**config.mk**
```make
export PLATFORM = sky130hd
export DESIGN_NAME = prime_factorizer_core
export DESIGN_NICKNAME = d
export VERILOG_FILES = /design/src/pf_pkg.sv /design/src/pf_stack.sv /design/src/pf_divider.sv /design/src/prime_factorizer_core.sv
export SDC_FILE = /design/constraint.sdc
export NUM_CORES = 1
export LEC_CHECK = 0
export BUFFER_PORTS_ARGS = -buffer_cell sky130_fd_sc_hd__buf_2
export CORE_ASPECT_RATIO = 0.8
export CORE_MARGIN = 10
export CORE_UTILIZATION = 55
export DETAILED_ROUTE_END_ITERATION = 6
export GPL_TIMING_DRIVEN = 0
export MAX_ROUTING_LAYER = met4
export PLACE_DENSITY_LB_ADDON = 0.3
export SLEW_MARGIN = 25
export SYNTH_ARGS = -nofsm -noshare
export SYNTH_HDL_FRONTEND = slang
export SYNTH_HIERARCHICAL = 1
export SYNTH_SLANG_ARGS = --single-unit
```
**constraint.sdc**
```tcl
create_clock -name clk_i -period 12.75 [get_ports clk_i]
set_input_delay 1.275 -clock clk_i [delete_from_list [all_inputs] [get_ports clk_i]]
set_output_delay 1.275 -clock clk_i [all_outputs]
set_load 0.005 [all_outputs]
```
**src/pf_pkg.sv**
```systemverilog
// Shared types and constants for the prime factorizer.
// Used by prime_factorizer_core and the testbench; no dependencies.
package pf_pkg;

  // Smallest trial divisor.
  localparam int unsigned FIRST_DIVISOR = 2;

  // Upper bound on the number of results one input can produce.
  localparam int unsigned MAX_RESULTS = 31;
  localparam int unsigned EMIT_W      = $clog2(MAX_RESULTS + 1);

  typedef enum logic [2:0] {
    ST_IDLE,
    ST_DIV_START,
    ST_DIV_WAIT,
    ST_EMIT_READ,
    ST_EMIT_LOAD
  } pf_state_e;

endpackage

```
**src/pf_stack.sv**
```systemverilog
// Factor stack memory: one write port, one registered read port.
// No package dependencies; instantiated by prime_factorizer_core.
module pf_stack #(
  parameter int unsigned DATA_W = 31,
  parameter int unsigned DEPTH  = 31
) (
  input  logic                     clk_i,
  input  logic                     we_i,
  input  logic [$clog2(DEPTH)-1:0] waddr_i,
  input  logic [DATA_W-1:0]        wdata_i,
  input  logic                     re_i,
  input  logic [$clog2(DEPTH)-1:0] raddr_i,
  output logic [DATA_W-1:0]        rdata_o
);

  logic [DATA_W-1:0] mem [DEPTH];
  logic [DATA_W-1:0] rdata_q;

  always_ff @(posedge clk_i) begin
    if (we_i) begin
      mem[waddr_i] <= wdata_i;
    end
  end

  always_ff @(posedge clk_i) begin
    if (re_i) begin
      rdata_q <= mem[raddr_i];
    end
  end

  assign rdata_o = rdata_q;

endmodule

```
**src/pf_divider.sv**
```systemverilog
// Iterative restoring divider, one quotient bit per cycle.
// No package dependencies; instantiated by prime_factorizer_core.
module pf_divider #(
  parameter int unsigned WIDTH = 31
) (
  input  logic             clk_i,
  input  logic             rst_ni,
  input  logic             start_i,
  input  logic [WIDTH-1:0] dividend_i,
  input  logic [WIDTH-1:0] divisor_i,
  output logic             done_o,
  output logic [WIDTH-1:0] quotient_o,
  output logic [WIDTH-1:0] remainder_o
);

  localparam int unsigned CNT_W = $clog2(WIDTH + 1);

  logic             busy_q, busy_d;
  logic             done_q, done_d;
  logic [CNT_W-1:0] cnt_q, cnt_d;
  logic [WIDTH-1:0] rem_q, rem_d;
  logic [WIDTH-1:0] quo_q, quo_d;
  logic [WIDTH-1:0] dvs_q, dvs_d;

  logic [WIDTH:0] shifted;
  logic [WIDTH:0] diff;
  logic           ge;

  // Shift the next dividend bit into the partial remainder and try the subtract.
  assign shifted = {rem_q, quo_q[WIDTH-1]};
  assign ge      = (shifted >= {1'b0, dvs_q});
  assign diff    = shifted - {1'b0, dvs_q};

  always_comb begin
    busy_d = busy_q;
    done_d = 1'b0;
    cnt_d  = cnt_q;
    rem_d  = rem_q;
    quo_d  = quo_q;
    dvs_d  = dvs_q;
    if (start_i) begin
      busy_d = 1'b1;
      cnt_d  = CNT_W'(WIDTH);
      rem_d  = '0;
      quo_d  = dividend_i;
      dvs_d  = divisor_i;
    end else if (busy_q) begin
      rem_d = ge ? diff[WIDTH-1:0] : shifted[WIDTH-1:0];
      quo_d = {quo_q[WIDTH-2:0], ge};
      cnt_d = cnt_q - CNT_W'(1);
      if (cnt_q == CNT_W'(1)) begin
        busy_d = 1'b0;
        done_d = 1'b1;
      end
    end
  end

  always_ff @(posedge clk_i or negedge rst_ni) begin
    if (!rst_ni) begin
      busy_q <= 1'b0;
      done_q <= 1'b0;
      cnt_q  <= '0;
    end else begin
      busy_q <= busy_d;
      done_q <= done_d;
      cnt_q  <= cnt_d;
    end
  end

  always_ff @(posedge clk_i) begin
    rem_q <= rem_d;
    quo_q <= quo_d;
    dvs_q <= dvs_d;
  end

  assign done_o      = done_q;
  assign quotient_o  = quo_q;
  assign remainder_o = rem_q;

endmodule

```
**src/prime_factorizer_core.sv**
```systemverilog
// Top level of the trial-division prime factorizer.
// Depends on pf_pkg, pf_divider and pf_stack.

// Factorizes one unsigned value per transaction by trial division and returns
// its prime factors largest first, repeats included, with last_o on the final
// one; 0 and 1 give no results. Every trial runs one divide on the shared
// bit-serial divider, and every factor is read back from the stack through
// the EMIT_READ and EMIT_LOAD states. Trials is roughly the number of factors
// plus the larger of the second largest prime factor and the square root of
// the largest one. The worst case at 31 bits is about 46,000 trials.
// in_stall_o stays high from acceptance of a value of two or more until the
// last factor has been placed in the output register. At most STACK_DEPTH
// factors are kept (the smallest ones) and at most 31 are returned.
module prime_factorizer_core #(
  parameter int unsigned VALUE_BITS  = 31,
  parameter int unsigned STACK_DEPTH = 31
) (
  input  logic                  clk_i,
  input  logic                  rst_ni,
  input  logic                  in_valid_i,
  output logic                  in_stall_o,
  input  logic [VALUE_BITS-1:0] value_i,
  output logic                  out_valid_o,
  input  logic                  out_stall_i,
  output logic [VALUE_BITS-1:0] factor_o,
  output logic                  last_o
);

  localparam int unsigned CNT_W = $clog2(STACK_DEPTH + 1);
  localparam int unsigned IDX_W = $clog2(STACK_DEPTH);
  localparam int unsigned EW    = pf_pkg::EMIT_W;

  pf_pkg::pf_state_e state_q, state_d;

  logic [VALUE_BITS-1:0] n_q, n_d;
  logic [VALUE_BITS-1:0] d_q, d_d;
  logic [CNT_W-1:0]      count_q, count_d;
  logic [EW-1:0]         emitted_q, emitted_d;
  logic                  out_valid_q, out_valid_d;
  logic [VALUE_BITS-1:0] factor_q, factor_d;
  logic                  last_q, last_d;

  logic                  in_accept;
  logic                  out_free;
  logic                  div_start;
  logic                  div_done;
  logic [VALUE_BITS-1:0] div_quo;
  logic [VALUE_BITS-1:0] div_rem;
  logic                  trial_ok;
  logic                  stack_room;
  logic [CNT_W-1:0]      top;
  logic                  final_emit;

  logic                  st_we;
  logic [IDX_W-1:0]      st_waddr;
  logic [VALUE_BITS-1:0] st_wdata;
  logic                  st_re;
  logic [VALUE_BITS-1:0] st_rdata;

  assign in_stall_o = (state_q != pf_pkg::ST_IDLE);
  assign in_accept  = in_valid_i && !in_stall_o;
  assign out_free   = !out_valid_q || !out_stall_i;
  assign trial_ok   = (d_q <= div_quo);
  assign stack_room = (count_q < CNT_W'(STACK_DEPTH));
  assign top        = count_q - CNT_W'(1);
  assign final_emit = (count_q == CNT_W'(1)) ||
                      (emitted_q == EW'(pf_pkg::MAX_RESULTS - 1));

  pf_divider #(
    .WIDTH(VALUE_BITS)
  ) u_divider (
    .clk_i      (clk_i),
    .rst_ni     (rst_ni),
    .start_i    (div_start),
    .dividend_i (n_q),
    .divisor_i  (d_q),
    .done_o     (div_done),
    .quotient_o (div_quo),
    .remainder_o(div_rem)
  );

  pf_stack #(
    .DATA_W(VALUE_BITS),
    .DEPTH (STACK_DEPTH)
  ) u_stack (
    .clk_i  (clk_i),
    .we_i   (st_we),
    .waddr_i(st_waddr),
    .wdata_i(st_wdata),
    .re_i   (st_re),
    .raddr_i(top[IDX_W-1:0]),
    .rdata_o(st_rdata)
  );

  // Next state.
  always_comb begin
    state_d = state_q;
    unique case (state_q)
      pf_pkg::ST_IDLE: begin
        if (in_accept && (value_i >= VALUE_BITS'(pf_pkg::FIRST_DIVISOR))) begin
          state_d = pf_pkg::ST_DIV_START;
        end
      end
      pf_pkg::ST_DIV_START: begin
        state_d = pf_pkg::ST_DIV_WAIT;
      end
      pf_pkg::ST_DIV_WAIT: begin
        if (div_done) begin
          state_d = trial_ok ? pf_pkg::ST_DIV_START : pf_pkg::ST_EMIT_READ;
        end
      end
      pf_pkg::ST_EMIT_READ: begin
        state_d = (count_q == '0) ? pf_pkg::ST_IDLE : pf_pkg::ST_EMIT_LOAD;
      end
      pf_pkg::ST_EMIT_LOAD: begin
        if (out_free) begin
          state_d = final_emit ? pf_pkg::ST_IDLE : pf_pkg::ST_EMIT_READ;
        end
      end
      default: state_d = pf_pkg::ST_IDLE;
    endcase
  end

  // Datapath and outputs.
  always_comb begin
    n_d         = n_q;
    d_d         = d_q;
    count_d     = count_q;
    emitted_d   = emitted_q;
    out_valid_d = out_valid_q && out_stall_i;
    factor_d    = factor_q;
    last_d      = last_q;
    div_start   = 1'b0;
    st_we       = 1'b0;
    st_waddr    = count_q[IDX_W-1:0];
    st_wdata    = d_q;
    st_re       = 1'b0;
    unique case (state_q)
      pf_pkg::ST_IDLE: begin
        if (in_accept) begin
          n_d       = value_i;
          d_d       = VALUE_BITS'(pf_pkg::FIRST_DIVISOR);
          count_d   = '0;
          emitted_d = '0;
        end
      end
      pf_pkg::ST_DIV_START: begin
        div_start = 1'b1;
      end
      pf_pkg::ST_DIV_WAIT: begin
        if (div_done) begin
          if (trial_ok) begin
            if (div_rem == '0) begin
              // Hit: keep the divisor and try it again on the quotient.
              n_d   = div_quo;
              st_we = stack_room;
              if (stack_room) begin
                count_d = count_q + CNT_W'(1);
              end
            end else begin
              d_d = d_q + VALUE_BITS'(1);
            end
          end else if (n_q > VALUE_BITS'(1)) begin
            // Divisor passed the square root, so the remainder is prime.
            st_we    = stack_room;
            st_wdata = n_q;
            if (stack_room) begin
              count_d = count_q + CNT_W'(1);
            end
          end
        end
      end
      pf_pkg::ST_EMIT_READ: begin
        st_re = (count_q != '0);
      end
      pf_pkg::ST_EMIT_LOAD: begin
        if (out_free) begin
          out_valid_d = 1'b1;
          factor_d    = st_rdata;
          last_d      = final_emit;
          count_d     = final_emit ? '0 : top;
          emitted_d   = emitted_q + EW'(1);
        end
      end
      default: ;
    endcase
  end

  always_ff @(posedge clk_i or negedge rst_ni) begin
    if (!rst_ni) begin
      state_q     <= pf_pkg::ST_IDLE;
      count_q     <= '0;
      emitted_q   <= '0;
      out_valid_q <= 1'b0;
    end else begin
      state_q     <= state_d;
      count_q     <= count_d;
      emitted_q   <= emitted_d;
      out_valid_q <= out_valid_d;
    end
  end

  always_ff @(posedge clk_i) begin
    n_q      <= n_d;
    d_q      <= d_d;
    factor_q <= factor_d;
    last_q   <= last_d;
  end

  assign out_valid_o = out_valid_q;
  assign factor_o    = factor_q;
  assign last_o      = last_q;

endmodule

```
==> impl_metrics.json <==
{
  "crit_arrival_ps": 5710,
  "worstHoldPathCells": 0,
  "multi_input_area_sq_um": 13800,
  "setup_viol": 0,
  "syn-instance-count": 3015,
  "synth.distinct_cells": 89,
  "setup_tns_ps": 0,
  "die_area_sq_um": 104000,
  "slew_headroom_pct": 25.8,
  "r2r_cells": 12,
  "via_per_inst": 6.51,
  "syn-mean-instance-area_sq_um": 16.7,
  "fin_util_pct": 63.2,
  "status": "complete, no violations",
  "numCtsBuffers": 110,
  "grt_use_total_pct": 26.0,
  "synth_area_sq_um": 50400,
  "power_frac_seq_pct": 37.3,
  "layout_common_cells": "edfxtp_1, nand2_1, mux2i_1",
  "dpl_cell_area_sq_um": 53900,
  "cp_max_fo": 16,
  "rows": 99,
  "hold_path_class": "flop to flop",
  "slew_viol_final": 0,
  "drive_gt1_share_pct": 20.7,
  "switching_power_w": 0.00509,
  "final_common_cell": "edfxtp_1",
  "yosysTopAreaCell": "edfxtp_1",
  "p_int_w": 0.00875,
  "yosys_register_bits": 1200,
  "grt_pass1_vias": 28800,
  "worstSkewPairLatency_ps": 700,
  "hp-start": "u_stack/rdata_o[15]",
  "grt_max_degree": 32,
  "dr.pass1.iters": 6,
  "grt_pass1_wl_um": 194000,
  "io_buffer_count": 68,
  "nets": 3361,
  "critPathLaunchType": "flop",
  "setup.worst_path.start": "d_q[24]",
  "fmax_mhz": 187,
  "hpwlAfterDp_um": 91500,
  "ios": 69,
  "rsz0062_at_grt": "no",
  "cts_tree": "yes",
  "final_area_sq_um": 57500,
  "crit_path_end_kind": "flop",
  "leakage_nw": 19.8,
  "synth_edf_count": 1148,
  "hold_violations": 0,
  "whs_ps": 416,
  "fillerInstances": 6199,
  "ir_drop_uv": 143,
  "worstPathRequired_ps": 13120,
  "min_to": "factor_o[15]",
  "clkTransAtPathRegs_ps": 60,
  "cts_setup_buffers": 0,
  "fin_crit_sh_pct": 41.9,
  "htreeDepth": 3,
  "swShare_pct": 36.8,
  "die_w_um": 358,
  "drtIter0Drc": 4211,
  "gr-total-overflow": 0,
  "finalClockSkew_ps": 33.6,
  "rr_endpoint": "u_stack/mem[24][25]",
  "regArea_sq_um": 35600,
  "crit_type": "flop to flop",
  "drc": 0,
  "synth_top_area_share_pct": 68.4,
  "fp.coreArea_sq_um": 91000,
  "drv_cap": 0,
  "wl_per_cell_um": 29.2,
  "cts.repair.resized": 0,
  "synth_flop_cell": "edfxtp_1",
  "cts_hold_buf": 0,
  "post-route-min-period_ps": 5340,
  "drt_wl_total_um": 133000,
  "reg2reg_from": "d_q[24]",
  "clockRootBuffer": "clkbuf_16",
  "synth_nets": 3122,
  "synth_area_leaders": "edfxtp_1, mux4_2, mux2i_1",
  "via_count": 29600,
  "ant_nets": 0,
  "seq_area_frac_synth_pct": 70.7,
  "cts_num_sinks": 1200,
  "start_util_pct": 55.4,
  "synth_warnings": 6,
  "rrSetupSlack_ps": 7410,
  "p_total_w": 0.0138,
  "clock_tree.buffer_depth": 3,
  "powerDensity_nw_per_um2": 241,
  "area_growth_pct": 14.2,
  "worstMarginPinSlew_ps": 1100,
  "clockPowerShare_pct": 23.7,
  "antenna_found_initial": 2,
  "die_y_um": 291,
  "comb_power_share_pct": 39.0,
  "async_reset_ff_share_pct": 1.75,
  "gp_congestion": 0.944
}
[cells by family (layout without fill, tap and decap cells)]
logic type / after synthesis / count (layout) / share of synthesized area, %
buf+inv: 244 / 573 / 2.58
simple gates: 561 / 561 / 5.47
other cells: 0 / 1 / 0
xor+xnor: 47 / 47 / 0.817
flops: 1200 / 1200 / 70.7
mux: 417 / 417 / 12.1
compound gates: 474 / 474 / 6.52
fa+ha+maj: 72 / 72 / 1.80
[critical path: stages, from the launching register on]
cell      delay [ps]
edfxtp_1         560
ha_1             380
nand4_1          180
nor4_2           380
nand3_1          150
and2_1           180
a22o_1           280
mux2i_1          250
nor4_1           630
or3b_2           500
clkbuf_1         430
nor2_4           830
buf_16           250
[synthesized netlist by cell type (all sizes together), types with 6 or more instances]
| library cell | n |
|---|---|
| and2 | 11 |
| a21o | 12 |
| o311ai | 21 |
| edfxtp | 1148 |
| nand3b | 9 |
| or2 | 6 |
| o211ai | 33 |
| nor2 | 134 |
| mux4 | 135 |
| a21oi | 74 |
| a211oi | 35 |
| xor2 | 19 |
| a31oi | 6 |
| dfrtp | 21 |
| a311oi | 15 |
| o21ai | 114 |
| a22oi | 32 |
| a22o | 21 |
| inv | 90 |
| o221ai | 22 |
| mux2 | 127 |
| and4 | 6 |
| nor3 | 33 |
| or3 | 15 |
| buf | 80 |
| o21a | 12 |
| nand2b | 22 |
| nor2b | 24 |
| ha | 71 |
| nor4 | 24 |
| nand4 | 29 |
| a221oi | 9 |
| nand2 | 160 |
| and3 | 16 |
| o22ai | 40 |
| mux2i | 155 |
| nand3 | 58 |
| xnor2 | 28 |
| clkbuf | 73 |
| dfxtp | 31 |
[sequential cells by signal (all words and copies together) (netlist names)]
signal                 count
d_q                       31
last_o                     1
u_divider/busy_q           1
u_divider/quotient_o      31
u_divider/cnt_q            5
u_stack/mem              961
u_divider/remainder_o     31
out_valid_o                1
factor_o                  31
u_divider/done_o           1
u_stack/rdata_o           31
n_q                       31
u_divider/dvs_q           31
state_q                    3
emitted_q                  5
count_q                    5
[worst max path at each step]
stage,to,cells after the start,slack (ps)
2_1_floorplan,u_stack/mem[20][0],11,8040
3_3_place_gp,u_stack/mem[20][24],11,5760
3_5_place_dp,u_stack/mem[24][25],12,7600
4_1_cts,u_stack/mem[24][25],12,7550
5_1_grt,u_stack/mem[24][2],12,7230
6_report,u_stack/mem[24][25],12,7410
[power by group through the flow]
stage | registers [W] | clock network [W] | logic [W]
after global placement | 0.00524 | 0 | 0.00505
final | 0.00516 | 0.00329 | 0.00540
after CTS | 0.00515 | 0.00333 | 0.00529
after global routing | 0.00518 | 0.00349 | 0.00569
after detailed placement | 0.00523 | 0 | 0.00525
after floorplan | 0.00515 | 0 | 0.00342
[layout make-up]
class / count / share of cell area, %
clock buffers: 133 / 5.14
repair buffers: 127 / 2.93
diodes: 1 / 0.00435
clock inverters: 69 / 1.10
well taps: 1212 / 2.64
flip-flops and latches: 1200 / 61.9
inverters: 90 / 0.587
plain buffers: 154 / 1.68
multi-input cells: 1571 / 24.0
[per-layer routing]
layer	up-vias	global-route usage (%)	routed length, um
met5	-	-	0
met4	0	7.19	3920
met3	263	4.54	14600
met2	1799	36.7	58600
met1	15100	38.8	55800
li1	12500	-	-
[through the flow]
stage | setup WS, ps | instances
floorplan | 8040 | 3015
global placement | 5760 | 4295
detailed placement | 7600 | 4354
CTS | 7550 | 4556
global route | 7230 | 4557
finish | 7410 | 4557
(Power assumes the default switching activity.)
